===== src/sv/mvsm_pkg.sv =====
// ----------------------------------------------------------------------------
// mvsm_pkg
// Types and fixed constants of the multi-voice sample mixer.
// ----------------------------------------------------------------------------
`timescale 1ns / 1ps
`default_nettype none

package mvsm_pkg;

    localparam int SAMPLE_W    = 16;
    localparam int GAIN_W      = 16;
    localparam int LEN_W       = 17;
    localparam int PROD_W      = 33;
    localparam int SCALE_SHIFT = 29;
    localparam int STEP_W      = 4;
    localparam int CNT_OUT_W   = 4;
    localparam int ADDR_IN_W   = 16;
    localparam int IN_TDATA_W  = 88;
    localparam int IN_TUSER_W  = 2;
    localparam int OUT_TDATA_W = 40;
    localparam int OUT_PAD_W   = 3;
    localparam int CFG_W       = 2;

    localparam logic [CFG_W-1:0]           CFG_RESET     = 2'd2;
    localparam logic [CFG_W-1:0]           MONO_CHANNELS = 2'd1;
    localparam logic signed [SAMPLE_W-1:0] OUT_MAX       = 16'sd32767;

    typedef enum logic [1:0] {
        OP_WRITE = 2'd0,
        OP_START = 2'd1,
        OP_MIX   = 2'd2,
        OP_NOP   = 2'd3
    } opcode_t;

    typedef struct packed {
        logic              valid;
        logic              ending;
        logic [GAIN_W-1:0] gain;
    } voice_stat_t;

    typedef struct packed {
        logic clear;
        logic mac_en;
        logic scale_go;
    } chan_ctrl_t;

    typedef struct packed {
        logic busy;
        logic done;
    } chan_stat_t;

    typedef struct packed {
        logic                       is_mix;
        logic                       ok;
        logic [CNT_OUT_W-1:0]       count;
        logic signed [SAMPLE_W-1:0] left;
        logic signed [SAMPLE_W-1:0] right;
    } mix_result_t;

endpackage

`default_nettype wire


===== src/sv/mvsm_voice_lane.sv =====
// ----------------------------------------------------------------------------
// mvsm_voice_lane
// State of one voice slot: read address, position, length, loop and gain.
// ----------------------------------------------------------------------------
`timescale 1ns / 1ps
`default_nettype none

module mvsm_voice_lane
    import mvsm_pkg::*;
#(
    parameter int MEM_AW        = 16,
    parameter int SAMPLE_FRAMES = 65536
)
(
    input  wire logic              clk,
    input  wire logic              rst_n,
    input  wire logic              start,
    input  wire logic [MEM_AW-1:0] start_addr,
    input  wire logic [LEN_W-1:0]  start_len,
    input  wire logic              start_loop,
    input  wire logic [GAIN_W-1:0] start_gain,
    input  wire logic              advance,
    output voice_stat_t            stat,
    output logic [MEM_AW-1:0]      rd_addr
);

    localparam logic [MEM_AW-1:0] ADDR_LAST = MEM_AW'(SAMPLE_FRAMES - 1);

    logic              valid_reg;
    logic              valid_next;
    logic [MEM_AW-1:0] base_reg;
    logic [MEM_AW-1:0] addr_reg;
    logic [MEM_AW-1:0] addr_next;
    logic [LEN_W-1:0]  len_reg;
    logic [LEN_W-1:0]  pos_reg;
    logic [LEN_W-1:0]  pos_next;
    logic              loop_reg;
    logic [GAIN_W-1:0] gain_reg;
    logic [LEN_W-1:0]  pos_inc;
    logic              last;

    assign pos_inc = pos_reg + LEN_W'(1);
    assign last    = (pos_inc >= len_reg);

    always_comb
    begin
        valid_next = valid_reg;
        pos_next   = pos_reg;
        addr_next  = addr_reg;
        if (start)
        begin
            valid_next = 1'b1;
            pos_next   = '0;
            addr_next  = start_addr;
        end
        else if (advance)
        begin
            if (last)
            begin
                pos_next  = '0;
                addr_next = base_reg;
                if (!loop_reg)
                begin
                    valid_next = 1'b0;
                end
            end
            else
            begin
                pos_next  = pos_inc;
                addr_next = (addr_reg == ADDR_LAST) ? '0 : addr_reg + MEM_AW'(1);
            end
        end
    end

    always_ff @(posedge clk or negedge rst_n)
    begin
        if (!rst_n)
        begin
            valid_reg <= 1'b0;
        end
        else
        begin
            valid_reg <= valid_next;
        end
    end

    always_ff @(posedge clk)
    begin
        pos_reg  <= pos_next;
        addr_reg <= addr_next;
        if (start)
        begin
            base_reg <= start_addr;
            len_reg  <= start_len;
            loop_reg <= start_loop;
            gain_reg <= start_gain;
        end
    end

    assign stat.valid  = valid_reg;
    assign stat.ending = valid_reg && last && !loop_reg;
    assign stat.gain   = gain_reg;
    assign rd_addr     = addr_reg;

endmodule

`default_nettype wire


===== config.mk =====
export PLATFORM = sky130hd
export DESIGN_NAME = mvsm_voice_lane
export DESIGN_NICKNAME = d
export VERILOG_FILES = /design/src/sv/mvsm_pkg.sv /design/src/sv/mvsm_voice_lane.sv
export SDC_FILE = /design/constraint.sdc
export NUM_CORES = 1
export LEC_CHECK = 0
export ABC_AREA = 1
export BUFFER_PORTS_ARGS = -buffer_cell sky130_fd_sc_hd__buf_2
export CAP_MARGIN = 40
export CORE_MARGIN = 2
export CORE_UTILIZATION = 45
export DETAILED_ROUTE_END_ITERATION = 16
export GPL_TIMING_DRIVEN = 0
export PLACE_DENSITY = 0.67
export SLEW_MARGIN = 15
export SYNTH_ARGS = -nofsm -noshare
export SYNTH_HDL_FRONTEND = slang
export SYNTH_SLANG_ARGS = --single-unit
export TNS_END_PERCENT = 20

===== constraint.sdc =====
create_clock -name clk -period 6.8 [get_ports clk]
set_input_delay 0.68 -clock clk [delete_from_list [all_inputs] [get_ports clk]]
set_output_delay 0.68 -clock clk [all_outputs]
set_load 0.1 [all_outputs]

# After elaboration in Yosys (flattened, before gate mapping)
# Index checks and enable logic that the tools add are counted.
classes:
  addsub: 2
  n_mux: 9
  n_eq_ne: 2
  magnitude_cmp: 1
  n_reduce_logical: 6
ops:
  columns: ["operator", "n"]
  rows:
  - ["$mux 16", 4]
  - ["$add 17x1->17 const B", 1]
  - ["$ge 17x17->1", 1]
  - ["$mux 17", 1]
  - ["$add 16x1->16 const B", 1]
  - ["$eq 16x16->1 const B", 1]
  - ["$mux 1", 4]
  - ["$reduce_bool 2->1", 2]
  - ["$reduce_and 3->1", 1]
  - ["$logic_and 1x1->1", 2]
  - ["$ne 2x2->1 const B", 1]
  - ["$logic_not 1->1", 1]
totals:
  inputBits: 54
  wordCells: 27
  out_inout_bits: 34
  regBits: 84

# Logic depth before layout (Yosys ltp)
depth:
  depth_word: 5
  depth_mapped: 21
  depth_no_buf: 20

# Worst setup path before layout
# No wires, ideal clock.
synth_timing:
  path_type: "register to output"
  start: "register pos_reg[0]"
  end: "output port stat[16] in the netlist's numbering"
  arrival_time_ns: 3.535
  t_required_ns: 6.120
  path_slack_ns: 2.585
  n_path_buf: 1
  path_stages_with_launch: 17
  path_cell_list: "dfxtp_1 -> ha_1 -> nand2_2 -> nor3_4 -> nand3_2 -> nor2_2 -> xor2_2 -> ha_1 -> nand2_1 -> nor2_2 -> inv_2 -> nor2_2 -> nand2_2 -> nand3_2 -> buf_6 -> nand2_1 -> nor2_1"
synth_rtl:
  columns: ["element", "line_no", "rtl"]
  rows:
  - ["from (decl)", "mvsm_voice_lane.sv:35", "logic [LEN_W-1:0] pos_reg;"]
  - ["from (signal assigned)", "mvsm_voice_lane.sv:89", "pos_reg <= pos_next;"]
  - ["to (decl)", "mvsm_voice_lane.sv:23", "output voice_stat_t stat,"]

==> out/results.txt <==
Status - completed
P per Cell Area - 245.6 nW/um^2
Post-Layout Cell Count - 754
Critical Path Start Type - flip-flop
GRT Total Usage - 19.23%
Crit path DAT - 3.55 ns
Inst Count DP - 738
Clock latency on the worst-skew pair - 0.36 ns
CTS root buffer - clkbuf_8
EDFF count, synth - 66
DP Worst Slack - 2.933 ns
Area share of the largest cell type after synthesis - 44.41%
Setup CP Type - flip-flop to output port
Via count - 3,627
Vert. Die Dim - 103.6 um
Hold crit path type - input port to asynchronous set/reset pin
Core Box Area - 9684 sq um
CP max-delay cell - buf_2
Placed Area - 5085 sq um
Syn Nets - 590
Synth Flop Type - edfxtp_1
Gate Count Post-Synth - 517
Worst Tran Pin Value - 0.7446 ns
Drt wl/cell - 12.93 um
Max cap viols - 0
Largest net degree at the start of global routing - 35
Share of cells above drive strength 1 - 20.93%
#FFs+latches synth - 84
Initial core utilization - 46.09%
Post-CTS setup buffer count - 0
PortBufs - 87
N_diodes - 0
1st-pass router iterations - 4
Most instantiated cells after synthesis - nand2_1 (186), edfxtp_1 (66), inv_1 (60)
Final worst setup slack - 2.569 ns
Fmax - 0.2364 GHz
Final Core Density - 55.01%
Chip width - 103.6 um
Total die area - 10,730 sq um
Crit path max fanout - 10
Cell area after synthesis - 4463 sq um
Area leader, netlist - edfxtp_1
FFs w/ async S/R, synth - 1.190%
First-pass GRT wire length - 16,460 um
Nets - 689
Worst setup EP type - output port
WP buf/inv - 3
Most used cell, CP - nor2_2
Area growth syn-to-layout - 19.37%
Number of top-level pins - 88
Max_slew headroom - 50.30%
Fillers - 916
Slew Viols, Final - 0
Post-route DRC - 0
Reg clk slew, reported paths - 0.08 ns
Leakage - 2.543 nW
CP max stage delay - 0.42 ns
CTS tree - done
H-tree depth - 3
Row count - 36
Avg Cell Area, Syn - 8.633 sq um
Initial antenna violation count - 0
CTS Sinks - 84
Crit-path cells - ha_1, nand2_2, nor3_4, nand3_2, nor2_2, xor2_2, ha_1, nand2_1, nor2_2, inv_2, nor2_2, nand2_2, nand3_2, buf_6, nand2_1, nor2_1, buf_2
Sequential share of the synthesized area - 52.59%
Final Hold Violating Endpoints - 0
RSZ-0062 raised after global routing - false
Finished layout cell area - 5328 sq um
WP data required - 6.12 ns
Vias in the first global route - 3,590
Crit path max-delay family - simple AND/OR/NAND/NOR gates
Yosys warns - 0
Synth area leaders - edfxtp_1 (44%), nand2_1 (16%), dfxtp_1 (7.6%)
GRT overflow - 0
Post-CTS sizing - 0
Drt first-iter violations - 208
Fin crit share - 62.22%
CTS Hold Bufs - 0
Peak VDD IR - 113.4 uV
Num CTS Buffers - 9
Clock buffer depth - 2
Final HPWL from detailed placement - 7213 um
Setup TNS - 0 ns
Final min period - 4.231 ns
Final Setup Violations - 0
Distinct cells, synth - 35
Total Routed Length - 9746 um
Antenna viol nets, final - 0
Clk_skew - 0.008068 ns
Vias/cell - 4.810
Top-count cell post-synth - nand2_1
Gp weighted congestion - 0.8843
-- kinds of logic (layout without fill, tap and decap cells) --
logic type	after synthesis	count (layout)	share of synthesized area [%]
AOI/OAI and AO/OA	26	26	3.196
xor gates and xnor gates	16	16	3.308
adders and majority gates	19	19	5.327
buffers and inverters	74	178	6.869
DFF	84	84	52.59
and+or+nand+nor	298	298	28.71
-- report_power, final --
part	switching, mW	leakage, nW	internal [mW]	total, mW
Clock	0.178	0.117	0.254	0.433
Combinational	0.206	1.62	0.0548	0.261
Sequential	0.0200	0.802	0.595	0.615
-- final timing paths --
path | startpoint | to | slack (ns) | depth (start not counted)
setup reg to reg | pos_reg[0]$_SDFFE_PP0P_ | rd_addr[8]$_DFFE_PP_ | 3.67 | 19
setup / recovery | pos_reg[0]$_SDFFE_PP0P_ | stat[16] | 2.57 | 17
hold reg to reg | pos_reg[15]$_SDFFE_PP0P_ | pos_reg[15]$_SDFFE_PP0P_ | 0.48 | 2
min in group clk | pos_reg[15]$_SDFFE_PP0P_ | pos_reg[15]$_SDFFE_PP0P_ | 0.48 | 2
hold / removal | rst_n | valid_reg$_DFFE_PN0P_ | 0.08 | 1
max in group asynchronous | rst_n | valid_reg$_DFFE_PN0P_ | 6.64 | 1
-- routing by layer --
metal,track usage (%),up-vias,share of wire [%]
met5,0,-,0
met4,7.143,0,1.7
met3,4.028,14,5.6
met2,33.21,97,49
met1,23.81,1643,44
li1,-,1873,-
-- metrics by stage --
stage                     power, mW  hold WS, ns
after global routing          1.366      0.05657
after CTS                     1.323      0.05659
final                         1.309      0.08059
after global placement       0.8838       0.4554
after detailed placement     0.8892       0.4557
after floorplan              0.8265       0.3844
-- layout by cell type, fill, tap and decap left out, types with 2 or more instances in the layout --
cell type  synthesis  routed
a21oi_1           11      11
buf_2              2      89
bufinv_16          0       3
clkbuf_1           5       7
clkbuf_8           1      11
dfxtp_1           17      17
edfxtp_1          66      66
ha_1              19      19
inv_1             60      60
inv_2              2       2
nand2_1          186     186
nand2_2            6       6
nand3_1           33      33
nand3_2            3       3
nand3b_1           3       3
nand4_1           10      10
nor2_1            44      44
nor2_2             6       6
nor3_1             3       3
nor3_2             2       2
o21ai_0            2       2
o21ai_1            8       8
o21bai_1           2       2
xnor2_1            2       2
xor2_1            13      13
-- worst reg2reg max path, stage by stage, from the launching register on --
cell and delay, ns:
dfxtp_1 0.40, ha_1 0.21, nand2_2 0.10, nor3_4 0.29
nand3_2 0.14, nor2_2 0.14, xor2_2 0.18, ha_1 0.26
nand2_1 0.12, nor2_2 0.07, inv_2 0.06, nor2_2 0.04
nand2_1 0.06, nand2_1 0.05, nor2_1 0.25, buf_2 0.29
nand3_1 0.14, nand2_1 0.10, nand2_1 0.05, nand2_1 0.07
-- layout make-up --
cell class	instances	area, sq um	share of cell area, %
sequential	84	2347	44.06
multi-input combinational	359	1809	33.96
timing repair buffer	88	455.4	8.549
inverter	62	232.7	4.368
tap	133	166.4	3.124
clock buffer	12	145.1	2.724
clock inverter	4	97.59	1.832
buffer	12	73.82	1.386
Note: power is estimated with default switching activity, not from simulation.
