===== config.mk =====
export PLATFORM = sky130hd
export DESIGN_NAME = mvsm_merge
export DESIGN_NICKNAME = d
export VERILOG_FILES = /design/src/sv/mvsm_pkg.sv /design/src/sv/mvsm_merge.sv
export SDC_FILE = /design/constraint.sdc
export NUM_CORES = 1
export LEC_CHECK = 0
export BUFFER_PORTS_ARGS = -buffer_cell sky130_fd_sc_hd__clkbuf_2
export CORE_MARGIN = 1.5
export CORE_UTILIZATION = 42
export DETAILED_ROUTE_END_ITERATION = 6
export PLACE_DENSITY = 0.78
export SYNTH_ARGS = -nofsm -noshare
export SYNTH_HDL_FRONTEND = slang
export SYNTH_SLANG_ARGS = --single-unit

===== constraint.sdc =====
create_clock -name clk -period 0.8 [get_ports clk]
set_input_delay 0.08 -clock clk [delete_from_list [all_inputs] [get_ports clk]]
set_output_delay 0.08 -clock clk [all_outputs]
set_load 0.01 [all_outputs]

===== src/sv/mvsm_pkg.sv =====
// ----------------------------------------------------------------------------
// mvsm_pkg
// Types and fixed constants of the multi-voice sample mixer.
// ----------------------------------------------------------------------------
`timescale 1ns / 1ps
`default_nettype none

package mvsm_pkg;

    localparam int SAMPLE_W    = 16;
    localparam int GAIN_W      = 16;
    localparam int LEN_W       = 17;
    localparam int PROD_W      = 33;
    localparam int SCALE_SHIFT = 29;
    localparam int STEP_W      = 4;
    localparam int CNT_OUT_W   = 4;
    localparam int ADDR_IN_W   = 16;
    localparam int IN_TDATA_W  = 88;
    localparam int IN_TUSER_W  = 2;
    localparam int OUT_TDATA_W = 40;
    localparam int OUT_PAD_W   = 3;
    localparam int CFG_W       = 2;

    localparam logic [CFG_W-1:0]           CFG_RESET     = 2'd2;
    localparam logic [CFG_W-1:0]           MONO_CHANNELS = 2'd1;
    localparam logic signed [SAMPLE_W-1:0] OUT_MAX       = 16'sd32767;

    typedef enum logic [1:0] {
        OP_WRITE = 2'd0,
        OP_START = 2'd1,
        OP_MIX   = 2'd2,
        OP_NOP   = 2'd3
    } opcode_t;

    typedef struct packed {
        logic              valid;
        logic              ending;
        logic [GAIN_W-1:0] gain;
    } voice_stat_t;

    typedef struct packed {
        logic clear;
        logic mac_en;
        logic scale_go;
    } chan_ctrl_t;

    typedef struct packed {
        logic busy;
        logic done;
    } chan_stat_t;

    typedef struct packed {
        logic                       is_mix;
        logic                       ok;
        logic [CNT_OUT_W-1:0]       count;
        logic signed [SAMPLE_W-1:0] left;
        logic signed [SAMPLE_W-1:0] right;
    } mix_result_t;

endpackage

`default_nettype wire


===== src/sv/mvsm_merge.sv =====
// ----------------------------------------------------------------------------
// mvsm_merge
// Combine both channel results with status into the output word register.
// ----------------------------------------------------------------------------
`timescale 1ns / 1ps
`default_nettype none

module mvsm_merge
    import mvsm_pkg::*;
(
    input  wire logic                    clk,
    input  wire logic                    rst_n,
    input  wire logic                    load,
    input  wire logic                    mono,
    input  mix_result_t                  res,
    output logic                         free,
    output logic                         m_axis_tvalid,
    input  wire logic                    m_axis_tready,
    output logic [OUT_TDATA_W-1:0]       m_axis_tdata
);

    logic                       tvalid_reg;
    logic                       tvalid_next;
    logic [OUT_TDATA_W-1:0]     tdata_reg;
    logic [OUT_TDATA_W-1:0]     tdata_next;
    logic signed [SAMPLE_W-1:0] left_m;
    logic signed [SAMPLE_W-1:0] right_m;

    assign free    = !tvalid_reg || m_axis_tready;
    assign left_m  = res.is_mix ? res.left : '0;
    assign right_m = (res.is_mix && !mono) ? res.right : '0;

    always_comb
    begin
        tvalid_next = tvalid_reg;
        tdata_next  = tdata_reg;
        if (load)
        begin
            tvalid_next = 1'b1;
            tdata_next  = {{OUT_PAD_W{1'b0}}, res.count, res.ok, right_m, left_m};
        end
        else if (m_axis_tready)
        begin
            tvalid_next = 1'b0;
        end
    end

    always_ff @(posedge clk or negedge rst_n)
    begin
        if (!rst_n)
        begin
            tvalid_reg <= 1'b0;
        end
        else
        begin
            tvalid_reg <= tvalid_next;
        end
    end

    always_ff @(posedge clk)
    begin
        tdata_reg <= tdata_next;
    end

    assign m_axis_tvalid = tvalid_reg;
    assign m_axis_tdata  = tdata_reg;

endmodule

`default_nettype wire


; After elaboration in Yosys (flattened, before gate mapping)
; Cells that the tools add are included.
; W data, S select, Z words.
[totals]
output_inout_bits = 42
rom_bits = 0
memories = 0
in_bits = 43
latch_bits = 0
elab_cells = 11
ff_bits = 38
mem_bits_rw = 0
[classes]
div_mod_pow = 0
add_sub_neg = 0
n_mul = 0
reduce_logical = 5
order_cmp = 0
n_shift = 0
mux = 2
n_eq_ne = 0
n_bitwise = 0
[op_table]
columns = operator, count
row1 = $logic_not A1 Y1, 2
row2 = $mux W1, 2
row3 = $reduce_bool A2 Y1, 1
row4 = $logic_and A1 B1 Y1, 1
row5 = $logic_or A1 B1 Y1, 1

; Longest topological paths before layout
; Gate-level depths: netlist of run 1.
[logic_depth]
word_depth = 2
depth_mapped = 3
ltp_nobuf = 2

; Worst setup path after synthesis of run 1
; Ideal clock, no wire load.
[synth_timing]
path_kind = input to register
startpoint = in res[37] in the netlist's numbering
endpoint = reg tdata_reg[21], in the netlist m_axis_tdata[21] (data pin)
path_stages = 3
n_path_buf = 1
setup_slack_ns = 0.061
arrival_time_ns = 0.483
required_ns = 0.544
setup_time_ns = 0.256
cell_sequence = nor2b_4 -> buf_6 -> and2_2
[synth_via]
elab_chain_len = 1
[synth_rtl]
columns = element, line
row1 = start: declaration, mvsm_merge.sv:15  ; input mix_result_t res,
row2 = $logic_and A1 B1 Y1, mvsm_merge.sv:31  ; assign right_m = (res.is_mix && !mono) ? res.right : '0;
row3 = end signal: assignment, mvsm_merge.sv:62  ; tdata_reg <= tdata_next;
row4 = end: declaration, mvsm_merge.sv:24  ; logic [OUT_TDATA_W-1:0] tdata_reg;
; No other way between the ends.
; A chain may end at the register's enable or synchronous reset.

; Worst setup path after layout of run 1
[layout_timing]
startpoint = reg tvalid_reg, in the netlist m_axis_tvalid
endpoint = out free
[layout_via]
elab_chain_len = 2
[layout_rtl]
columns = element, line
row1 = start: declaration, mvsm_merge.sv:22  ; logic tvalid_reg;
row2 = start signal: assignment, mvsm_merge.sv:56  ; tvalid_reg <= tvalid_next;
row3 = $logic_not A1 Y1, mvsm_merge.sv:29  ; assign free = !tvalid_reg || m_axis_tready;
row4 = $logic_or A1 B1 Y1, mvsm_merge.sv:29
row5 = end: declaration, mvsm_merge.sv:16  ; output logic free,
; No other way between the ends.

==> load_flow_metrics.sql, run 1 <==
INSERT INTO impl_metrics (metric_group, metric, value, unit) VALUES
('run_status', 'status', 'finished, violations left', ''),
('run_status', 'violations', 'setup timing', ''),
('grt', 'total_grt_overflow', '0', ''),
('grt', 'grt_start_max_net_pins', '25', ''),
('worst_setup_path', 'crit_family', 'flip-flops', ''),
('worst_setup_path', 'crit_chain', 'nand2b_1 -> buf_2', ''),
('clock_tree', 'clk_latency', '0.33', 'ns'),
('drt', 'vias', '965', ''),
('sta', 'final_max_slew_viol_count', '0', ''),
('worst_setup_path', 'timing.rr.end', 'm_axis_tvalid', ''),
('sta', 'fin_crit_sh', '128.6', '%'),
('sta', 'rsz0062_at_grt', 'yes', ''),
('worst_setup_path', 'worst_path_largest_cell_delay', '0.39', 'ns'),
('placed_design', 'post_dp_cell_area', '0.001901', 'mm2'),
('worst_setup_path', 'worst_r2r_path_depth', '3', ''),
('placed_design', 'post-dp-hpwl', '2.088', 'mm'),
('worst_setup_path', 'critPathArrivalTime', '0.95', 'ns'),
('sta', 'final-setup-viol-count', '39', ''),
('layout', 'n_fill_cell', '262', ''),
('run', 'timing.max_cap.violations', '0', ''),
('clock_tree', 'clk_pin_slew', '0.11', 'ns'),
('clock_tree', 'numCtsBuffers', '5', ''),
('synth', 'syn-instance-count', '79', ''),
('grt', 'globalRoute.busiestLayer', 'met2', ''),
('worst_setup_path', 'cp_max_fanout', '2', ''),
('drt', 'drt.antenna.violating_nets', '0', ''),
('floorplanning', 'die_height', '61.30', 'um'),
('floorplanning', 'chipWidth', '61.30', 'um'),
('grt', 'antenna_violations_before_repair', '0', ''),
('hold_path', 'min_path_type', 'primary input to register', ''),
('clock_tree', 'clock-sinks', '38', ''),
('sta', 'worst_clock_skew', '0', 'ns'),
('synth', 'ys_types', '10', ''),
('drt', 'drc_errors_left', '0', ''),
('layout', 'fin_nets', '219', ''),
('worst_setup_path', 'timing.setup.critical_path_class', 'register to output port', ''),
('sta', 'fin_worst_hold_slack', '0.02226', 'ns'),
('worst_setup_path', 'crit_path_start_kind', 'register', ''),
('sta', 'final_period_minus_worst_setup_slack', '1.029', 'ns'),
('worst_setup_path', 'capturing_element_type_of_the_critical_path', 'output port', ''),
('floorplanning', 'floorplan.initialDensity', '45.28', '%'),
('layout', 'finish.utilization', '66.11', '%'),
('placed_design', 'placement.io_buffers', '81', ''),
('worst_setup_path', 'crit_buf_inv', '1', ''),
('power', 'totalPowerFinal', '4.485', 'mW'),
('worst_setup_path', 'r2r_setup_slack', '0.07', 'ns'),
('synth', 'synth.ff_latch_count', '38', ''),
('worst_setup_path', 'worstSetupPathDepth', '2', ''),
('layout', 'drive_above_1_share', '64.41', '%'),
('power', 'peak_supply_drop', '1.641', 'mV'),
('clock_tree', 'clock_tree.buffer_depth', '2', ''),
('drt', 'firstDrtPassIters', '3', ''),
('worst_setup_path', 'cp.required', '0.72', 'ns'),
('synth', 'yosysWarningCount', '0', ''),
('clock_tree', 'cts.htree.levels', '2', ''),
('clock_tree', 'ctsRootBufferMaster', 'clkbuf_4', ''),
('placed_design', 'place.gp.congestion', '0.6791', ''),
('grt', 'grt_usage', '15.71', '%'),
('synth', 'syn_area', '0.001428', 'mm2'),
('power', 'total_power_divided_by_cell_area', '2152', 'mW/mm2'),
('layout', 'fin_area', '0.002085', 'mm2'),
('drt', 'detail_route.wirelength', '2.723', 'mm'),
('sta', 'max_freq', '0.9721', 'GHz'),
('placed_design', 'detailedPlace.worstSlack', '0.003065', 'ns'),
('floorplanning', 'ioPinCount', '85', ''),
('power', 'leakage', '0.9391', 'nW'),
('synth', 'synth_area_per_cell', '18.07', 'um2'),
('grt', 'wire_length_of_the_first_global_routing_pass', '4.036', 'mm'),
('floorplanning', 'placement_rows', '20', ''),
('grt', 'grt_util_met1', '14.27', '%'),
('sta', 'final_critical_path_setup_slack', '-0.2287', 'ns');
worst reg2reg max path, delay by kind of cell (launching register included):
family / cells / cell delay [ns]
buffers and inverters: 1 / 0.11
DFF: 1 / 0.39
and+or+nand+nor: 2 / 0.13
power breakdown:
group	leakage [nW]	switching, mW	internal (mW)	total (mW)
Clock	0.0554	0.619	0.977	1.60
Sequential	0.367	0.0407	2.34	2.39
Combinational	0.517	0.242	0.261	0.503
Total	0.939	0.902	3.58	4.48
repair_timing:
item / CTS / global route
hold endpoints to repair: 6 / 1
setup buffers: 1 / 0
gates resized for setup: 0 / 3
endpoints found under the setup margin: 39 / 39
hold buffers: 6 / 1
area by class of cell:
class	instances	area [um2]	share of cell area (%)
Clock buffer	5	37.54	1.801
Tap cell	44	55.05	2.641
Timing Repair Buffer	93	525.5	25.21
Sequential cell	38	1136	54.50
Multi-Input combinational cell	38	261.5	12.55
Clock inverter	3	68.82	3.301
how the worst min path moves through the flow:
stage / start / end / depth (start not counted)
3_3_place_gp: rst_n / m_axis_tvalid / 1
2_1_floorplan: rst_n / m_axis_tvalid / 0
5_1_grt: res[4] / m_axis_tdata[20] / 2
4_1_cts: res[12] / m_axis_tdata[28] / 2
6_report: res[7] / m_axis_tdata[23] / 2
3_5_place_dp: rst_n / m_axis_tvalid / 1
state kept, by name, summed over array words and instances, names as in the netlist:
signal,count
m_axis_tvalid,1
m_axis_tdata,37
through the flow:
step	setup TNS, ns	cells
finish	-5.301	221
global route	-7.682	221
CTS	-5.905	220
detailed placement	0	205
global placement	0	205
floorplan	0	81
layer usage:
metal  wire length, um  up-vias
li1                  -      462
met4                90        0
met5                 0        -
met2              1474       58
met3               243       11
met1               915      434
cell usage after synthesis:
library cell,number,share of area [%]
edfxtp_1,37,78
and2_2,19,10
and2_1,13,5.7
buf_4,3,1.6
nand2b_1,2,0.88
buf_6,1,0.79
clkbuf_1,1,0.26
conb_1,1,0.26
dfrtp_1,1,1.8
nor2b_4,1,0.96
logic make-up (layout without fill, tap and decap cells):
group | count (synthesis) | count (layout) | share of synthesized area, %
buffers and inverters | 5 | 101 | 2.629
other | 1 | 3 | 0.2627
DFF | 38 | 38 | 79.58
and+or+nand+nor | 35 | 35 | 17.53
layout by cell type, fill, tap and decap left out:
master | Yosys | routed
nand2b_1 | 2 | 2
buf_2 | 0 | 3
nor2b_4 | 1 | 1
clkbuf_2 | 0 | 78
dfrtp_1 | 1 | 1
edfxtp_1 | 37 | 37
bufinv_16 | 0 | 2
dlygate4sd3_1 | 0 | 7
conb_1 | 1 | 3
clkbuf_4 | 0 | 5
buf_12 | 0 | 1
buf_4 | 3 | 4
clkinv_4 | 0 | 1
and2_2 | 19 | 19
and2_1 | 13 | 13
Note: power is estimated with default switching activity, not from simulation.
==> run 2: changes to the inputs <==
--- a/config.mk
+++ b/config.mk
@@ -6,6 +6,7 @@
 export NUM_CORES = 1
 export LEC_CHECK = 0
 export BUFFER_PORTS_ARGS = -buffer_cell sky130_fd_sc_hd__clkbuf_2
+export CAP_MARGIN = 20
 export CORE_MARGIN = 1.5
 export CORE_UTILIZATION = 42
 export DETAILED_ROUTE_END_ITERATION = 6
==> constraint.sdc (replaced) <==
create_clock -name clk -period 1.1 [get_ports clk]
set_input_delay 0.11 -clock clk [delete_from_list [all_inputs] [get_ports clk]]
set_output_delay 0.11 -clock clk [all_outputs]
set_load 0.01 [all_outputs]
==> run 2 against run 1 <==
Compared with the run above:
- the run now ends clean
- highest routed layer unchanged
- clock power decreased by 29%
- critical path depth unchanged
- die area unchanged
- critical endpoint unchanged
==> load_flow_metrics.sql, run 2 (same netlist as run 1, synthesis figures left out) <==
INSERT INTO impl_metrics (metric_group, metric, value, unit) VALUES
('worst_setup_path', 'r2r_setup_slack', '0.36', 'ns'),
('clock_tree', 'cts.htree.levels', '2', ''),
('placed_design', 'post-dp-hpwl', '1.999', 'mm'),
('layout', 'layout-area-overhead-vs-synth', '43.91', '%'),
('hold_path', 'hold_start', 'res[22]', ''),
('floorplanning', 'die_area', '0.003758', 'mm2'),
('clock_tree', 'numCtsBuffers', '5', ''),
('sta', 'final_max_slew_viol_count', '0', ''),
('grt', 'grt_start_max_net_pins', '39', ''),
('clock_tree', 'tritoncts', 'done', ''),
('power', 'total_power_divided_by_cell_area', '1573', 'mW/mm2'),
('hold_path', 'min_to', 'm_axis_tdata[6]', ''),
('drt', 'drt.antenna.violating_nets', '0', ''),
('sta', 'final_period_minus_worst_setup_slack', '1.059', 'ns'),
('grt', 'grt_usage', '15.92', '%'),
('power', 'leakage', '0.9236', 'nW'),
('floorplanning', 'ioPinCount', '85', ''),
('placed_design', 'place.gp.congestion', '0.6331', ''),
('grt', 'wire_length_of_the_first_global_routing_pass', '4.057', 'mm'),
('drt', 'post_drt_wl_per_cell', '12.68', 'um'),
('worst_setup_path', 'worst_path_largest_cell_delay', '0.39', 'ns'),
('sta', 'final-setup-viol-count', '0', ''),
('sta', 'hold_violations', '0', ''),
('floorplanning', 'floorplan.initialDensity', '45.28', '%'),
('worst_setup_path', 'worst_r2r_path_depth', '3', ''),
('worst_setup_path', 'crit_path_start_kind', 'register', ''),
('hold_path', 'whs_path_depth', '2', ''),
('grt', 'antenna_violations_before_repair', '0', ''),
('power', 'peak_supply_drop', '1.214', 'mV'),
('clock_tree', 'clk_pin_slew', '0.11', 'ns'),
('run_status', 'status', 'finished clean', ''),
('run', 'timing.max_cap.violations', '0', ''),
('layout', 'most-common-layout-cells', 'clkbuf_2, edfxtp_1, and2_2', ''),
('sta', 'fin_worst_hold_slack', '0.05061', 'ns'),
('worst_setup_path', 'timing.setup.critical_path_class', 'register to output port', ''),
('floorplanning', 'chipWidth', '61.30', 'um'),
('drt', 'firstDrtPassIters', '3', ''),
('layout', 'fin_nets', '216', ''),
('grt', 'total_grt_overflow', '0', ''),
('drt', 'vias', '920', ''),
('layout', 'insertedDiodeCount', '0', ''),
('worst_setup_path', 'cp_max_fanout', '2', ''),
('layout', 'drive_above_1_share', '63.79', '%'),
('drt', 'avgViaCountPerCell', '4.220', ''),
('worst_setup_path', 'crit_chain', 'nand2b_1 -> buf_2', ''),
('worst_setup_path', 'timing.rr.start', 'm_axis_tvalid', ''),
('worst_setup_path', 'timing.rr.end', 'm_axis_tvalid', ''),
('hold_path', 'min_path_type', 'primary input to register', ''),
('floorplanning', 'placement_rows', '20', ''),
('sta', 'rsz0062_at_grt', 'yes', ''),
('clock_tree', 'clock_tree.buffer_depth', '2', ''),
('worst_setup_path', 'cp.required', '0.99', 'ns'),
('layout', 'layout.cells.most_common', 'clkbuf_2', ''),
('clock_tree', 'clk_latency', '0.33', 'ns'),
('drt', 'first_iter_violations', '29', ''),
('worst_setup_path', 'critPathArrivalTime', '0.95', 'ns'),
('layout', 'layout.area.seq', '0.001136', 'mm2'),
('drt', 'drc_errors_left', '0', ''),
('floorplanning', 'design.core.area', '0.003153', 'mm2'),
('worst_setup_path', 'capturing_element_type_of_the_critical_path', 'output port', ''),
('placed_design', 'placement.io_buffers', '81', ''),
('sta', 'fin_crit_sh', '96.32', '%'),
('layout', 'n_fill_cell', '247', ''),
('grt', 'grt_pass1_vias', '888', ''),
('clock_tree', 'clock-sinks', '38', ''),
('sta', 'max_freq', '0.9439', 'GHz'),
('sta', 'final_total_negative_setup_slack', '0', 'ns'),
('drt', 'detail_route.wirelength', '2.764', 'mm'),
('worst_setup_path', 'slowest_stage', 'dfrtp_1', ''),
('layout', 'multiInputGateArea', '261.5', 'um2'),
('floorplanning', 'die_height', '61.30', 'um'),
('clock_tree', 'ctsRootBufferMaster', 'clkbuf_4', ''),
('layout', 'largest_register_ff_count', '37', ''),
('sta', 'worst_clock_skew', '0', 'ns');
run 2: cell count changes in the layout (fill, tap and decap cells not counted), sizes merged:
cell and change:
buf -4, clkbuf +2, dlygate4sd3 -1
run 2: final cells by class:
type	instances	share of cell area (%)
well taps	44	2.680
multi-input cells	38	12.73
flip-flops and latches	38	55.30
clock inverters	3	3.106
clock buffers	5	1.827
repair buffers	90	24.36
run 2: power by group:
group / internal, mW / switching [mW] / total (mW)
Combinational: 0.183 / 0.175 / 0.358
Sequential: 1.71 / 0.0308 / 1.74
Clock: 0.700 / 0.438 / 1.14
Total: 2.59 / 0.643 / 3.23
run 2: critical path, delay by kind of cell, from the launching register on:
kind	cells	cell delay, ns
flip-flops	1	0.39
buffers and inverters	1	0.14
AND/OR/NAND/NOR	1	0.09
run 2: worst max path at each step:
stage | start | to | slack [ns] | depth (start not counted)
2_1_floorplan | res[37] | m_axis_tdata[21] | 0.33 | 3
3_3_place_gp | res[37] | m_axis_tdata[23] | 0.30 | 3
3_5_place_dp | res[37] | m_axis_tdata[22] | 0.27 | 3
4_1_cts | m_axis_tvalid | free | 0.02 | 2
5_1_grt | m_axis_tvalid | free | -0.02 | 2
6_report | m_axis_tvalid | free | 0.04 | 2
run 2: layer usage:
metal | GRT usage, % | part of all wire (%)
met4 | 8.385 | 1.7
met2 | 28.42 | 51
met3 | 4.202 | 8.5
met1 | 17.18 | 38
met5 | 0 | 0
run 2: stage by stage:
step	power, mW	utilization [%]	instances	instance area [um2]	setup slack (ns)
after floorplan	1.900	-	81	1435	0.3312
after global placement	2.099	59.80	203	1886	0.2952
after detailed placement	2.113	59.80	203	1886	0.2703
after CTS	3.250	64.92	217	2047	0.01860
after global routing	3.363	65.16	218	2054	-0.02212
final	3.232	65.16	218	2054	0.04053
run 2: repair_timing:
item | 4_1_cts | 5_1_grt
buffers inserted | 0 | 1
endpoints found under the hold margin | 6 | 0
hold buffers | 6 | 0
setup endpoints to repair | 0 | 1
gates resized for setup | 0 | 1
