**src/sv/mvsm_pkg.sv**
```systemverilog
// ----------------------------------------------------------------------------
// mvsm_pkg
// Types and fixed constants of the multi-voice sample mixer.
// ----------------------------------------------------------------------------
`timescale 1ns / 1ps
`default_nettype none

package mvsm_pkg;

    localparam int SAMPLE_W    = 16;
    localparam int GAIN_W      = 16;
    localparam int LEN_W       = 17;
    localparam int PROD_W      = 33;
    localparam int SCALE_SHIFT = 29;
    localparam int STEP_W      = 4;
    localparam int CNT_OUT_W   = 4;
    localparam int ADDR_IN_W   = 16;
    localparam int IN_TDATA_W  = 88;
    localparam int IN_TUSER_W  = 2;
    localparam int OUT_TDATA_W = 40;
    localparam int OUT_PAD_W   = 3;
    localparam int CFG_W       = 2;

    localparam logic [CFG_W-1:0]           CFG_RESET     = 2'd2;
    localparam logic [CFG_W-1:0]           MONO_CHANNELS = 2'd1;
    localparam logic signed [SAMPLE_W-1:0] OUT_MAX       = 16'sd32767;

    typedef enum logic [1:0] {
        OP_WRITE = 2'd0,
        OP_START = 2'd1,
        OP_MIX   = 2'd2,
        OP_NOP   = 2'd3
    } opcode_t;

    typedef struct packed {
        logic              valid;
        logic              ending;
        logic [GAIN_W-1:0] gain;
    } voice_stat_t;

    typedef struct packed {
        logic clear;
        logic mac_en;
        logic scale_go;
    } chan_ctrl_t;

    typedef struct packed {
        logic busy;
        logic done;
    } chan_stat_t;

    typedef struct packed {
        logic                       is_mix;
        logic                       ok;
        logic [CNT_OUT_W-1:0]       count;
        logic signed [SAMPLE_W-1:0] left;
        logic signed [SAMPLE_W-1:0] right;
    } mix_result_t;

endpackage

`default_nettype wire

```
**src/sv/mvsm_chan_lane.sv**
```systemverilog
// ----------------------------------------------------------------------------
// mvsm_chan_lane
// One output channel: multiply-accumulate, then scale, round and saturate.
// ----------------------------------------------------------------------------
`timescale 1ns / 1ps
`default_nettype none

module mvsm_chan_lane
    import mvsm_pkg::*;
#(
    parameter int ACC_W = 36
)
(
    input  wire logic                       clk,
    input  wire logic                       rst_n,
    input  chan_ctrl_t                      ctrl,
    input  wire logic signed [SAMPLE_W-1:0] sample,
    input  wire logic [GAIN_W-1:0]          gain,
    output chan_stat_t                      stat,
    output logic signed [SAMPLE_W-1:0]      result
);

    localparam logic signed [ACC_W-1:0] HALF_POS = ACC_W'(64'sd1 <<< SCALE_SHIFT);
    localparam logic signed [ACC_W-1:0] HALF_NEG = -HALF_POS;
    localparam int                      Q_W      = SAMPLE_W - 1;
    localparam int                      M_W      = SCALE_SHIFT + Q_W;

    logic signed [PROD_W-1:0]   prod_reg;
    logic                       prod_v_reg;
    logic signed [ACC_W-1:0]    acc_reg;
    logic                       s1_v_reg;
    logic                       sat_pos_reg;
    logic                       sat_neg_reg;
    logic                       neg_reg;
    logic [SCALE_SHIFT-1:0]     mag_reg;
    logic                       done_reg;
    logic signed [SAMPLE_W-1:0] result_reg;
    logic signed [SAMPLE_W-1:0] result_next;
    logic signed [ACC_W-1:0]    acc_abs;
    logic [M_W-1:0]             m_full;
    logic [Q_W-1:0]             q_raw;
    logic [SCALE_SHIFT-1:0]     r_raw;
    logic                       round_up;
    logic [Q_W-1:0]             q_rnd;

    assign acc_abs = (acc_reg < 0) ? -acc_reg : acc_reg;

    // 32767 * mag as (mag << 15) - mag
    assign m_full   = {mag_reg, {Q_W{1'b0}}} - M_W'(mag_reg);
    assign q_raw    = m_full[M_W-1:SCALE_SHIFT];
    assign r_raw    = m_full[SCALE_SHIFT-1:0];
    assign round_up = r_raw[SCALE_SHIFT-1]
                      && ((r_raw[SCALE_SHIFT-2:0] != '0) || q_raw[0]);
    assign q_rnd    = q_raw + Q_W'(round_up);

    always_comb
    begin
        if (sat_pos_reg)
        begin
            result_next = OUT_MAX;
        end
        else if (sat_neg_reg)
        begin
            result_next = -OUT_MAX;
        end
        else if (neg_reg)
        begin
            result_next = -$signed({1'b0, q_rnd});
        end
        else
        begin
            result_next = $signed({1'b0, q_rnd});
        end
    end

    always_ff @(posedge clk or negedge rst_n)
    begin
        if (!rst_n)
        begin
            prod_v_reg <= 1'b0;
            s1_v_reg   <= 1'b0;
            done_reg   <= 1'b0;
        end
        else
        begin
            prod_v_reg <= ctrl.mac_en;
            s1_v_reg   <= ctrl.scale_go;
            done_reg   <= s1_v_reg;
        end
    end

    always_ff @(posedge clk)
    begin
        prod_reg <= sample * $signed({1'b0, gain});
        if (ctrl.clear)
        begin
            acc_reg <= '0;
        end
        else if (prod_v_reg)
        begin
            acc_reg <= acc_reg + ACC_W'(prod_reg);
        end
        if (ctrl.scale_go)
        begin
            sat_pos_reg <= (acc_reg >= HALF_POS);
            sat_neg_reg <= (acc_reg <= HALF_NEG);
            neg_reg     <= (acc_reg < 0);
            mag_reg     <= acc_abs[SCALE_SHIFT-1:0];
        end
        if (s1_v_reg)
        begin
            result_reg <= result_next;
        end
    end

    assign stat.busy = prod_v_reg;
    assign stat.done = done_reg;
    assign result    = result_reg;

endmodule

`default_nettype wire

```
**config.mk**
```make
export PLATFORM = sky130hd
export DESIGN_NAME = mvsm_chan_lane
export DESIGN_NICKNAME = d
export VERILOG_FILES = /design/src/sv/mvsm_pkg.sv /design/src/sv/mvsm_chan_lane.sv
export SDC_FILE = /design/constraint.sdc
export NUM_CORES = 1
export LEC_CHECK = 0
export BUFFER_PORTS_ARGS = -buffer_cell sky130_fd_sc_hd__buf_2
export CORE_MARGIN = 2
export CORE_UTILIZATION = 65
export DETAILED_ROUTE_END_ITERATION = 10
export PLACE_DENSITY_LB_ADDON = 0.05
export SYNTH_ARGS = -nofsm -noshare
export SYNTH_HDL_FRONTEND = slang
export SYNTH_SLANG_ARGS = --single-unit
```
**constraint.sdc**
```tcl
create_clock -name clk -period 8.3 [get_ports clk]
set_clock_uncertainty 0.2 [all_clocks]
set_input_delay 1.66 -clock clk [delete_from_list [all_inputs] [get_ports clk]]
set_output_delay 1.66 -clock clk [all_outputs]
set_load 0.01 [all_outputs]
```
Yosys cells after proc, flatten, opt, wreduce, memory -nomap -nowiden
Index checks and enable logic that the tools add are counted.
W data, S select, Z words.
Storage, ports and cells
  input bits: 37
  output and inout port bits: 18
  bits in registers: 120
  logic and storage cells: 27
Operators by class
  multiply operators: 1
  muxes and demuxes: 3
  magnitude comparators: 3
  reductions and logical operators: 4
  add/subtract/negate cells: 5
Operators by type and width (count)
  $sub A44 B29 Y44: 1
  $add A36 B33 Y36: 1
  $ge A36 B31 Y1 const B: 1
  $le A36 B30 Y1 const B: 1
  $lt A36 B1 Y1 const B: 1
  $mul A16 B17 Y33: 1
  $mux W16: 2
  $mux W29: 1
  $neg A29 Y29: 1
  $reduce_bool A28 Y1: 1
  $neg A15 Y16: 1
  $add A15 B1 Y15: 1
  $reduce_or A2 Y1: 1
  $logic_and A1 B1 Y1: 1
  $logic_or A1 B1 Y1: 1

Logic depth before layout (Yosys ltp)
Gate-level depths: netlist of run 1.
  word-level depth: 8
  gate-level depth with buffers: 26
  depth with buffers taken out: 26

Least setup slack after synthesis of run 1
No wires, ideal clock.
  path kind: in2reg
  start point: input port gain[9]
  end point: register prod_reg[32]
  data arrival time: 7502 ps
  path slack: 478 ps
  stages: 24
  data required time: 7980 ps
  path through: clkbuf_1 > nand2_1 > fa_1 > fa_1 > fa_1 > inv_1 > fa_1 > fa_1 > inv_1 > fa_1 > inv_1 > ha_1 > a2111oi_0 > inv_1 > o211ai_1 > o211ai_1 > a311oi_1 > or2_2 > a211oi_1 > o2111ai_1 > nand2_1 > a21o_1 > a21oi_1 > xnor2_1
On the way
  cells in the longest elaborated chain, start to end: 1
RTL lines
  from (decl): RTL line mvsm_chan_lane.sv:18  | input wire logic [GAIN_W-1:0] gain,
  $mul A16 B17 Y33: RTL line mvsm_chan_lane.sv:94  | prod_reg <= sample * $signed({1'b0, gain});
  to (signal assigned): RTL line mvsm_chan_lane.sv:94
  to (decl): RTL line mvsm_chan_lane.sv:28  | logic signed [PROD_W-1:0] prod_reg;
No other way between the ends.
A chain may end at the register's enable or synchronous reset.

Final worst setup path of run 1
  start point: input port sample[6]
  end point: register prod_reg[32]
On the way
  cells in the longest elaborated chain, start to end: 1
RTL lines
  from (decl): RTL line mvsm_chan_lane.sv:17  | input wire logic signed [SAMPLE_W-1:0] sample,
  $mul A16 B17 Y33: RTL line mvsm_chan_lane.sv:94
No other way between the ends.

==> results of run 1 <==
worst max path at each step:
stage / startpoint / endpoint / cells past startpoint
floorplan: gain[9] / prod_reg[32] / 24
CTS: sample[6] / prod_reg[32] / 27
global placement: sample[6] / prod_reg[32] / 27
finish: sample[6] / prod_reg[32] / 27
detailed placement: sample[6] / prod_reg[32] / 27
global route: sample[6] / prod_reg[32] / 27
worst max-delay path, stage by stage:
cell	delay (ns)
buf_2	0.14
buf_4	0.17
and2_1	0.17
fa_1	0.53
inv_1	0.06
fa_1	0.49
fa_1	0.53
inv_1	0.06
fa_1	0.46
fa_1	0.54
inv_1	0.05
fa_1	0.52
inv_1	0.04
ha_1	0.20
a2111oi_0	0.44
buf_4	0.20
inv_1	0.03
o211ai_1	0.19
o211ai_1	0.18
a311oi_1	0.27
or2_2	0.17
a211oi_1	0.09
o2111ai_1	0.20
nand2_1	0.13
a21o_1	0.19
a21oi_1	0.17
xnor2_1	0.09
layout make-up:
| class | count | area [sq um] |
|---|---|---|
| Multi-Input combinational cell | 1355 | 12100 |
| Fill cell | 1962 | 7360 |
| Sequential cell | 120 | 2900 |
| Inverter | 309 | 1160 |
| Timing Repair Buffer | 77 | 443 |
| Clock buffer | 17 | 425 |
| Tap cell | 330 | 413 |
| Clock inverter | 15 | 150 |
synth_stat cells, drive strengths merged (6+ instances only):
| cell | number |
|---|---|
| fa | 195 |
| a41oi | 7 |
| or4 | 10 |
| and3 | 10 |
| nand3 | 30 |
| a211oi | 9 |
| inv | 307 |
| o21a | 15 |
| and2 | 115 |
| a31oi | 10 |
| nor3b | 6 |
| or3 | 10 |
| o21bai | 14 |
| nor3 | 27 |
| nor2b | 7 |
| mux2i | 39 |
| nor4 | 6 |
| xnor2 | 87 |
| o31ai | 14 |
| o211ai | 9 |
| xor2 | 17 |
| ha | 174 |
| nor2 | 89 |
| or2 | 7 |
| nand2b | 23 |
| dfxtp | 69 |
| o21ai | 45 |
| nand2 | 201 |
| clkbuf | 46 |
| edfxtp | 48 |
| a21oi | 67 |
| nand4 | 14 |
| a21o | 28 |
per-stage QoR:
step	area, sq um	setup slack (ns)	hold slack, ns	TNS, ns	std cells
after global placement	17000	0.151	0.303	0	2191
after detailed placement	17000	-0.0388	0.308	-0.0388	2191
after CTS	17600	0.382	0.319	0	2223
after global routing	17600	0.0835	0.345	0	2223
after floorplan	16400	0.478	0.283	0	1835
final	17600	0.426	0.316	0	2223
logic make-up after synthesis:
family / Yosys count / synth area share
simple gates: 570 / 0.175
fa+ha+maj: 369 / 0.371
buf+inv: 360 / 0.0830
compound gates: 271 / 0.113
flops: 120 / 0.177
xor+xnor: 104 / 0.0556
mux: 41 / 0.0252
metal layers:
metal  share of wire  up-vias  routed length (um)  global-route usage
met3           0.042       61                1530              0.0257
met2            0.50      300               18300               0.514
li1                -     6142                   -                   -
met1            0.43     6085               15600               0.365
met4           0.032        0                1180               0.105
met5               0        -                   0                   0
==> impl_metrics.json, run 1 <==
{
  "antenna_found_initial": 0,
  "grt_pass1_wl_um": 60800,
  "wire_per_inst_um": 16.5,
  "critPathLaunchType": "input port",
  "syn_to_final_growth_pct": 7.54,
  "grt_usage": 0.288,
  "max_freq_mhz": 127,
  "end_kind": "flop",
  "post-route-period-util": 0.949,
  "hold-path-endpoint": "acc_reg[33]",
  "drt_iter0_drc": 703,
  "post-route-drc-count": 0,
  "dp_hpwl_um": 30500,
  "netlist-cell-type-count": 83,
  "async_flop_share": 0.0250,
  "syn-instance-count": 1835,
  "drive_gt1_frac": 0.0697,
  "cts.sinks": 120,
  "outcome": "completed",
  "grt_pass1_vias": 12700,
  "boundaryPins": 55,
  "rr_startpoint": "mag_reg[20]",
  "hold_depth": 2,
  "min_period_ns": 7.87,
  "yosysTopAreaCell": "fa_1",
  "rrSetupSlack_ns": 2.62,
  "cp.required_ns": 8.40,
  "drv_cap": 0,
  "nets": 2286,
  "cts_buffers": 17,
  "post-route-util": 0.705,
  "setup_viol": 0,
  "ctsRootBufferMaster": "clkbuf_16",
  "yosysWarnings": 0,
  "die_x_um": 163,
  "ys_seq_elements": 120,
  "start_util": 0.656,
  "seq_area_frac_synth": 0.177,
  "final_common_cell": "inv_1",
  "syn-cell-area_sq_mm": 0.0164,
  "worstPathArrival_ns": 7.97,
  "hold_path.class": "flop to flop",
  "final_cell_mix": "inv_1, nand2_1, fa_1",
  "maxSlewViolCount": 0,
  "worst_pin_slew_ns": 1.06,
  "ctsHoldBuffers": 0,
  "synth_flop_cell": "dfxtp_1",
  "crit_fanout": 9,
  "overflow": 0,
  "clk_latency_ns": 0.41,
  "drtAntennaViolNets": 0,
  "worst-setup-path-type": "input port to flop",
  "relSlewSlack": 0.285,
  "cts-htree-levels": 4,
  "synth_fp_nets": 2241,
  "hold_violations": 0,
  "vias_per_cell": 5.66,
  "portBuffers": 54,
  "num_antenna_cells": 0,
  "min_from": "acc_reg[33]",
  "syn_avg_cell_area_sq_um": 8.92,
  "vias": 12600,
  "reg2regPathDepth": 18,
  "gp_congestion": 0.922,
  "dieArea_sq_mm": 0.0265,
  "synth_top_area_share": 0.238,
  "rsz0062_at_grt": "no",
  "grt_max_degree": 51,
  "synth_area_leaders": "fa_1, ha_1, edfxtp_1",
  "wirelength_um": 36600,
  "cts_tree": "yes",
  "largest_reg_flops": 36,
  "post_cts_resized": 0,
  "coreArea_sq_mm": 0.0250,
  "timing.rr.end": "result[10]",
  "die_y_um": 163,
  "placementRows": 58,
  "cts_buffer_depth": 2,
  "dr.pass1.iters": 5,
  "post_cts_buffers": 0,
  "synth_edf_count": 48,
  "path_clk_slew_ns": 0.06
}
Power of run 1 is not shown: default switching activity piles up to over one toggle a cycle in this logic, so the estimate is an artifact.
==> inputs of run 2 (changes only) <==
Settings changed: REMOVE_ABC_BUFFERS from default to 1.
==> impl_metrics.json, run 2 (synthesis gave the netlist of run 1 again) <==
{
  "outcome": "completed",
  "dp_hpwl_um": 30100,
  "drtAntennaViolNets": 0,
  "die_x_um": 163,
  "critPathLaunchType": "input port",
  "cts_buffer_depth": 2,
  "end_kind": "flop",
  "crit_top_cell": "fa_1",
  "worst_pin_slew_ns": 1.01,
  "dr.pass1.iters": 6,
  "min_period_ns": 7.80,
  "relSlewSlack": 0.329,
  "die_y_um": 163,
  "grt_max_degree": 49,
  "vias": 12700,
  "grt_pass1_vias": 13100,
  "post-route-period-util": 0.940,
  "drive_gt1_frac": 0.0741,
  "coreArea_sq_mm": 0.0250,
  "hold_violations": 0,
  "crit_fanout": 8,
  "gp_congestion": 0.932,
  "wirelength_um": 36600,
  "cp.required_ns": 8.41,
  "cts_tree": "yes",
  "dieArea_sq_mm": 0.0265,
  "placementRows": 58,
  "antenna_found_initial": 0,
  "cp_top_family": "adder cells",
  "setup_viol": 0,
  "start_util": 0.656,
  "vias_per_cell": 5.67,
  "rsz0062_at_grt": "no",
  "max_freq_mhz": 128,
  "grt_pass1_wl_um": 62300,
  "post_cts_resized": 0,
  "post-route-drc-count": 0,
  "num_antenna_cells": 0,
  "cts-htree-levels": 4,
  "final_cells": 2233,
  "grt_usage": 0.294,
  "ctsHoldBuffers": 0,
  "max_stage_delay_ns": 0.55,
  "path_clk_slew_ns": 0.06,
  "maxSlewViolCount": 0,
  "cts.sinks": 120,
  "largest_reg_flops": 36,
  "portBuffers": 54,
  "clk_latency_ns": 0.43,
  "worst-setup-path-type": "input port to flop",
  "cp_num_buf_inv": 7,
  "ctsRootBufferMaster": "clkbuf_16",
  "cts_buffers": 17,
  "nets": 2296,
  "setup_tns_ns": 0,
  "cp_slowest_cell": "fa_1",
  "final_common_cell": "inv_1",
  "overflow": 0,
  "drv_cap": 0,
  "worstPathArrival_ns": 7.92,
  "final_cell_mix": "inv_1, nand2_1, fa_1",
  "post_cts_buffers": 0,
  "drt_iter0_drc": 924,
  "dp_cells": 2201,
  "syn_to_final_growth_pct": 8.46,
  "wire_per_inst_um": 16.4,
  "hold_path.class": "flop to flop",
  "boundaryPins": 55
}
run 2: per-layer routing:
metal,vias to the layer above,wire length [um],track usage
met5,-,0,0
met4,0,1240,0.109
met3,69,1660,0.0357
met2,383,18000,0.516
met1,6055,15600,0.373
li1,6163,-,-
run 2: final timing paths:
kind	cells after the start	start	slack, ns	to
setup / recovery	26	sample[6]	0.50	prod_reg[32]
hold / removal	2	acc_reg[33]	0.31	acc_reg[33]
setup reg to reg	18	mag_reg[20]	2.58	result[11]
hold reg to reg	2	acc_reg[33]	0.31	acc_reg[33]
max in group asynchronous	1	rst_n	6.96	prod_v_reg
min in group asynchronous	1	rst_n	0.82	done_reg
run 2: cell type report:
class	instances	area, sq um
multi-input cells	1355	12100
fillers	1937	7210
flip-flops and latches	120	2900
inverters	309	1160
repair buffers	87	518
clock buffers	18	429
well taps	330	413
clock inverters	14	223
run 2: metrics by stage:
step | utilization | setup WS [ns] | cell area [sq um] | hold slack [ns]
global route | 0.711 | 0.173 | 17800 | 0.350
detailed placement | 0.685 | 0.0243 | 17100 | 0.305
finish | 0.711 | 0.495 | 17800 | 0.313
global placement | 0.685 | 0.117 | 17100 | 0.297
floorplan | - | 0.608 | 16200 | 0.281
CTS | 0.711 | 0.455 | 17800 | 0.313
run 2: worst min-delay path: cells and delay by family, from the launching register on:
kind | cells | cell delay, ns
AOI/OAI and AO/OA | 1 | 0.07
buffers and inverters | 1 | 0.06
DFF | 1 | 0.33
Power of run 2 is left out for the same reason.
==> inputs of run 3 (changes only) <==
Settings changed: ABC_AREA from default to 1, CTS_CLUSTER_DIAMETER from default to 40.
==> impl_metrics.json, run 3 <==
{
  "min_period_ns": 7.05,
  "grt_pass1_wl_um": 73200,
  "hold-path-endpoint": "mag_reg[0]",
  "gp_congestion": 1.02,
  "crit_fanout": 12,
  "cp_slowest_cell": "fa_1",
  "grt_max_degree": 51,
  "met1_usage": 0.372,
  "p_leak_nw": 11.0,
  "max_stage_delay_ns": 0.54,
  "drive_gt1_frac": 0.0628,
  "crit_chain": "buf_2, inv_1, buf_4, or2_2, fa_1, fa_1, fa_1, fa_1, fa_1, inv_1, fa_1, ha_1, nand2_1, nor2_1, inv_1, nor4_1, nand2_1, o2111ai_1, a31oi_1, xor2_1",
  "synth_edf_count": 48,
  "dp_cells": 2940,
  "netlist-cell-type-count": 47,
  "ctsHoldBuffers": 0,
  "place_area_sq_mm": 0.0186,
  "dieArea_sq_mm": 0.0293,
  "ctsRootBufferMaster": "clkbuf_16",
  "critPathLaunchType": "input port",
  "vias_per_cell": 5.31,
  "synth_common_cells": "nand2_1, inv_1, fa_1, nor2_1, ha_1",
  "yosysMostFrequentCell": "nand2_1",
  "reg2regPathDepth": 29,
  "seq_area_frac_synth": 0.160,
  "worst-setup-path-type": "input port to flop",
  "coreArea_sq_mm": 0.0276,
  "setup_viol": 0,
  "syn_avg_cell_area_sq_um": 7.04,
  "hold_depth": 0,
  "wirelength_um": 43600,
  "setup_tns_ns": 0,
  "hold_violations": 0,
  "final_area_sq_mm": 0.0193,
  "cts_buffer_depth": 2,
  "post_cts_resized": 0,
  "cp.required_ns": 8.40,
  "grt_pass1_vias": 15700,
  "min_from": "acc_reg[0]",
  "cts.sinks": 120,
  "grt.busiest_layer": "met2",
  "wire_per_inst_um": 14.7,
  "post-route-drc-count": 0,
  "clkPwrFrac": 0.095,
  "final_cell_mix": "nand2_1, inv_1, fa_1",
  "syn-cell-area_sq_mm": 0.0182,
  "final_common_cell": "nand2_1",
  "nets": 2987,
  "netSwitchingFraction": 0.531,
  "start_util": 0.657,
  "cts_buffers": 17,
  "post-route-period-util": 0.850,
  "syn-instance-count": 2578,
  "worstPathArrival_ns": 7.16,
  "max-vdd-ir-drop_v": 0.000374,
  "die_x_um": 171,
  "end_kind": "flop",
  "synth_area_leaders": "fa_1, nand2_1, inv_1",
  "die_y_um": 171,
  "clk_latency_ns": 0.42,
  "placementRows": 61,
  "power_density_mw_per_mm2": 421,
  "num_antenna_cells": 0,
  "yosysWarnings": 0,
  "yosysTopAreaCell": "fa_1",
  "drt_iter0_drc": 913,
  "crit_top_cell": "fa_1",
  "globalRouteMet2Util": 0.570,
  "rrSetupSlack_ns": 3.84,
  "cts-htree-levels": 4,
  "drv_cap": 0,
  "p_int_mw": 3.81,
  "portBuffers": 54,
  "syn_to_final_growth_pct": 6.07,
  "antenna_found_initial": 0,
  "max_freq_mhz": 142,
  "hold_path.class": "flop to flop",
  "vias": 15800,
  "largest_reg_flops": 36,
  "combPwrFrac": 0.771,
  "use_met3": 0.0386,
  "rr_startpoint": "mag_reg[16]",
  "switchingPower_mw": 4.31,
  "relSlewSlack": 0.546,
  "async_flop_share": 0.0250,
  "outcome": "completed",
  "synth_flop_cell": "dfxtp_1",
  "rsz0062_at_grt": "no",
  "dp_hpwl_um": 36300,
  "grt_usage": 0.314,
  "timing.rr.end": "result[13]",
  "ys_seq_elements": 120,
  "maxSlewViolCount": 0,
  "post_cts_buffers": 0,
  "cts_tree": "yes",
  "dr.pass1.iters": 5,
  "synth_top_area_share": 0.215,
  "drtAntennaViolNets": 0,
  "overflow": 0,
  "final_cells": 2972,
  "worst_pin_slew_ns": 0.681,
  "p_seq_frac": 0.133,
  "boundaryPins": 55,
  "path_clk_slew_ns": 0.06
}
## run 3: changes by cell type after synthesis, sizes merged, moves of 48 or more
cell / delta
and2: -115
inv: +308
nand2: +490
nand3: +70
nor2: +111
o21ai: +48
xnor2: -62
## run 3: cell families (layout without fill, tap and decap cells)
kind of cell | Yosys count | after routing | synth area share
flops | 120 | 120 | 0.160
compound gates | 247 | 247 | 0.0736
xor+xnor | 87 | 87 | 0.0420
simple gates | 1064 | 1064 | 0.246
fa+ha+maj | 369 | 369 | 0.335
buf+inv | 691 | 707 | 0.144
## run 3: final cells by class
type                    count  area [sq um]
multi-input cells        1767         12600
fillers                  2465          8370
inverters                 616          2310
well taps                 378           473
clock inverters            15           200
repair buffers             59           308
clock buffers              17           425
flip-flops and latches    120          2900
## run 3: critical path: cells and delay by family
kind / cells / cell delay (ns)
and+or+nand+nor: 5 / 0.90
adders and majority gates: 7 / 3.45
xor gates and xnor gates: 1 / 0.17
AOI/OAI and AO/OA: 2 / 0.35
buffers and inverters: 5 / 0.62
## run 3: power groups by stage
stage,registers [mW],logic (mW),clock network (mW)
after floorplan,1.05,4.85,0
final,1.08,6.26,0.775
after detailed placement,1.09,6.17,0
after global placement,1.08,5.98,0
after CTS,1.08,6.21,0.784
after global routing,1.11,7.17,0.806
## run 3: how the worst max path moves through the flow
| stage | startpoint | end | cells past startpoint |
|---|---|---|---|
| 6_report | sample[15] | prod_reg[30] | 20 |
| 5_1_grt | sample[15] | prod_reg[30] | 18 |
| 3_3_place_gp | sample[15] | prod_reg[30] | 18 |
| 2_1_floorplan | sample[15] | prod_reg[26] | 18 |
| 4_1_cts | sample[15] | prod_reg[30] | 18 |
| 3_5_place_dp | sample[15] | prod_reg[30] | 18 |
## run 3: stage by stage
stage | utilization | hold slack, ns | worst slack [ns] | total power, mW
global route | 0.697 | 0.296 | 0.978 | 9.08
global placement | 0.675 | 0.253 | 0.913 | 7.07
floorplan | - | 0.234 | 1.36 | 5.90
finish | 0.697 | 0.284 | 1.25 | 8.12
detailed placement | 0.675 | 0.269 | 0.845 | 7.26
CTS | 0.697 | 0.282 | 1.28 | 8.07
## run 3: per-layer routing
layer	part of all wire	routed length [um]	vias to the layer above
met3	0.050	2180	108
met1	0.41	17800	7372
met4	0.043	1890	0
met2	0.50	21800	474
li1	-	-	7815
met5	0	0	-
No activity file was read; power rests on OpenSTA's default activity.
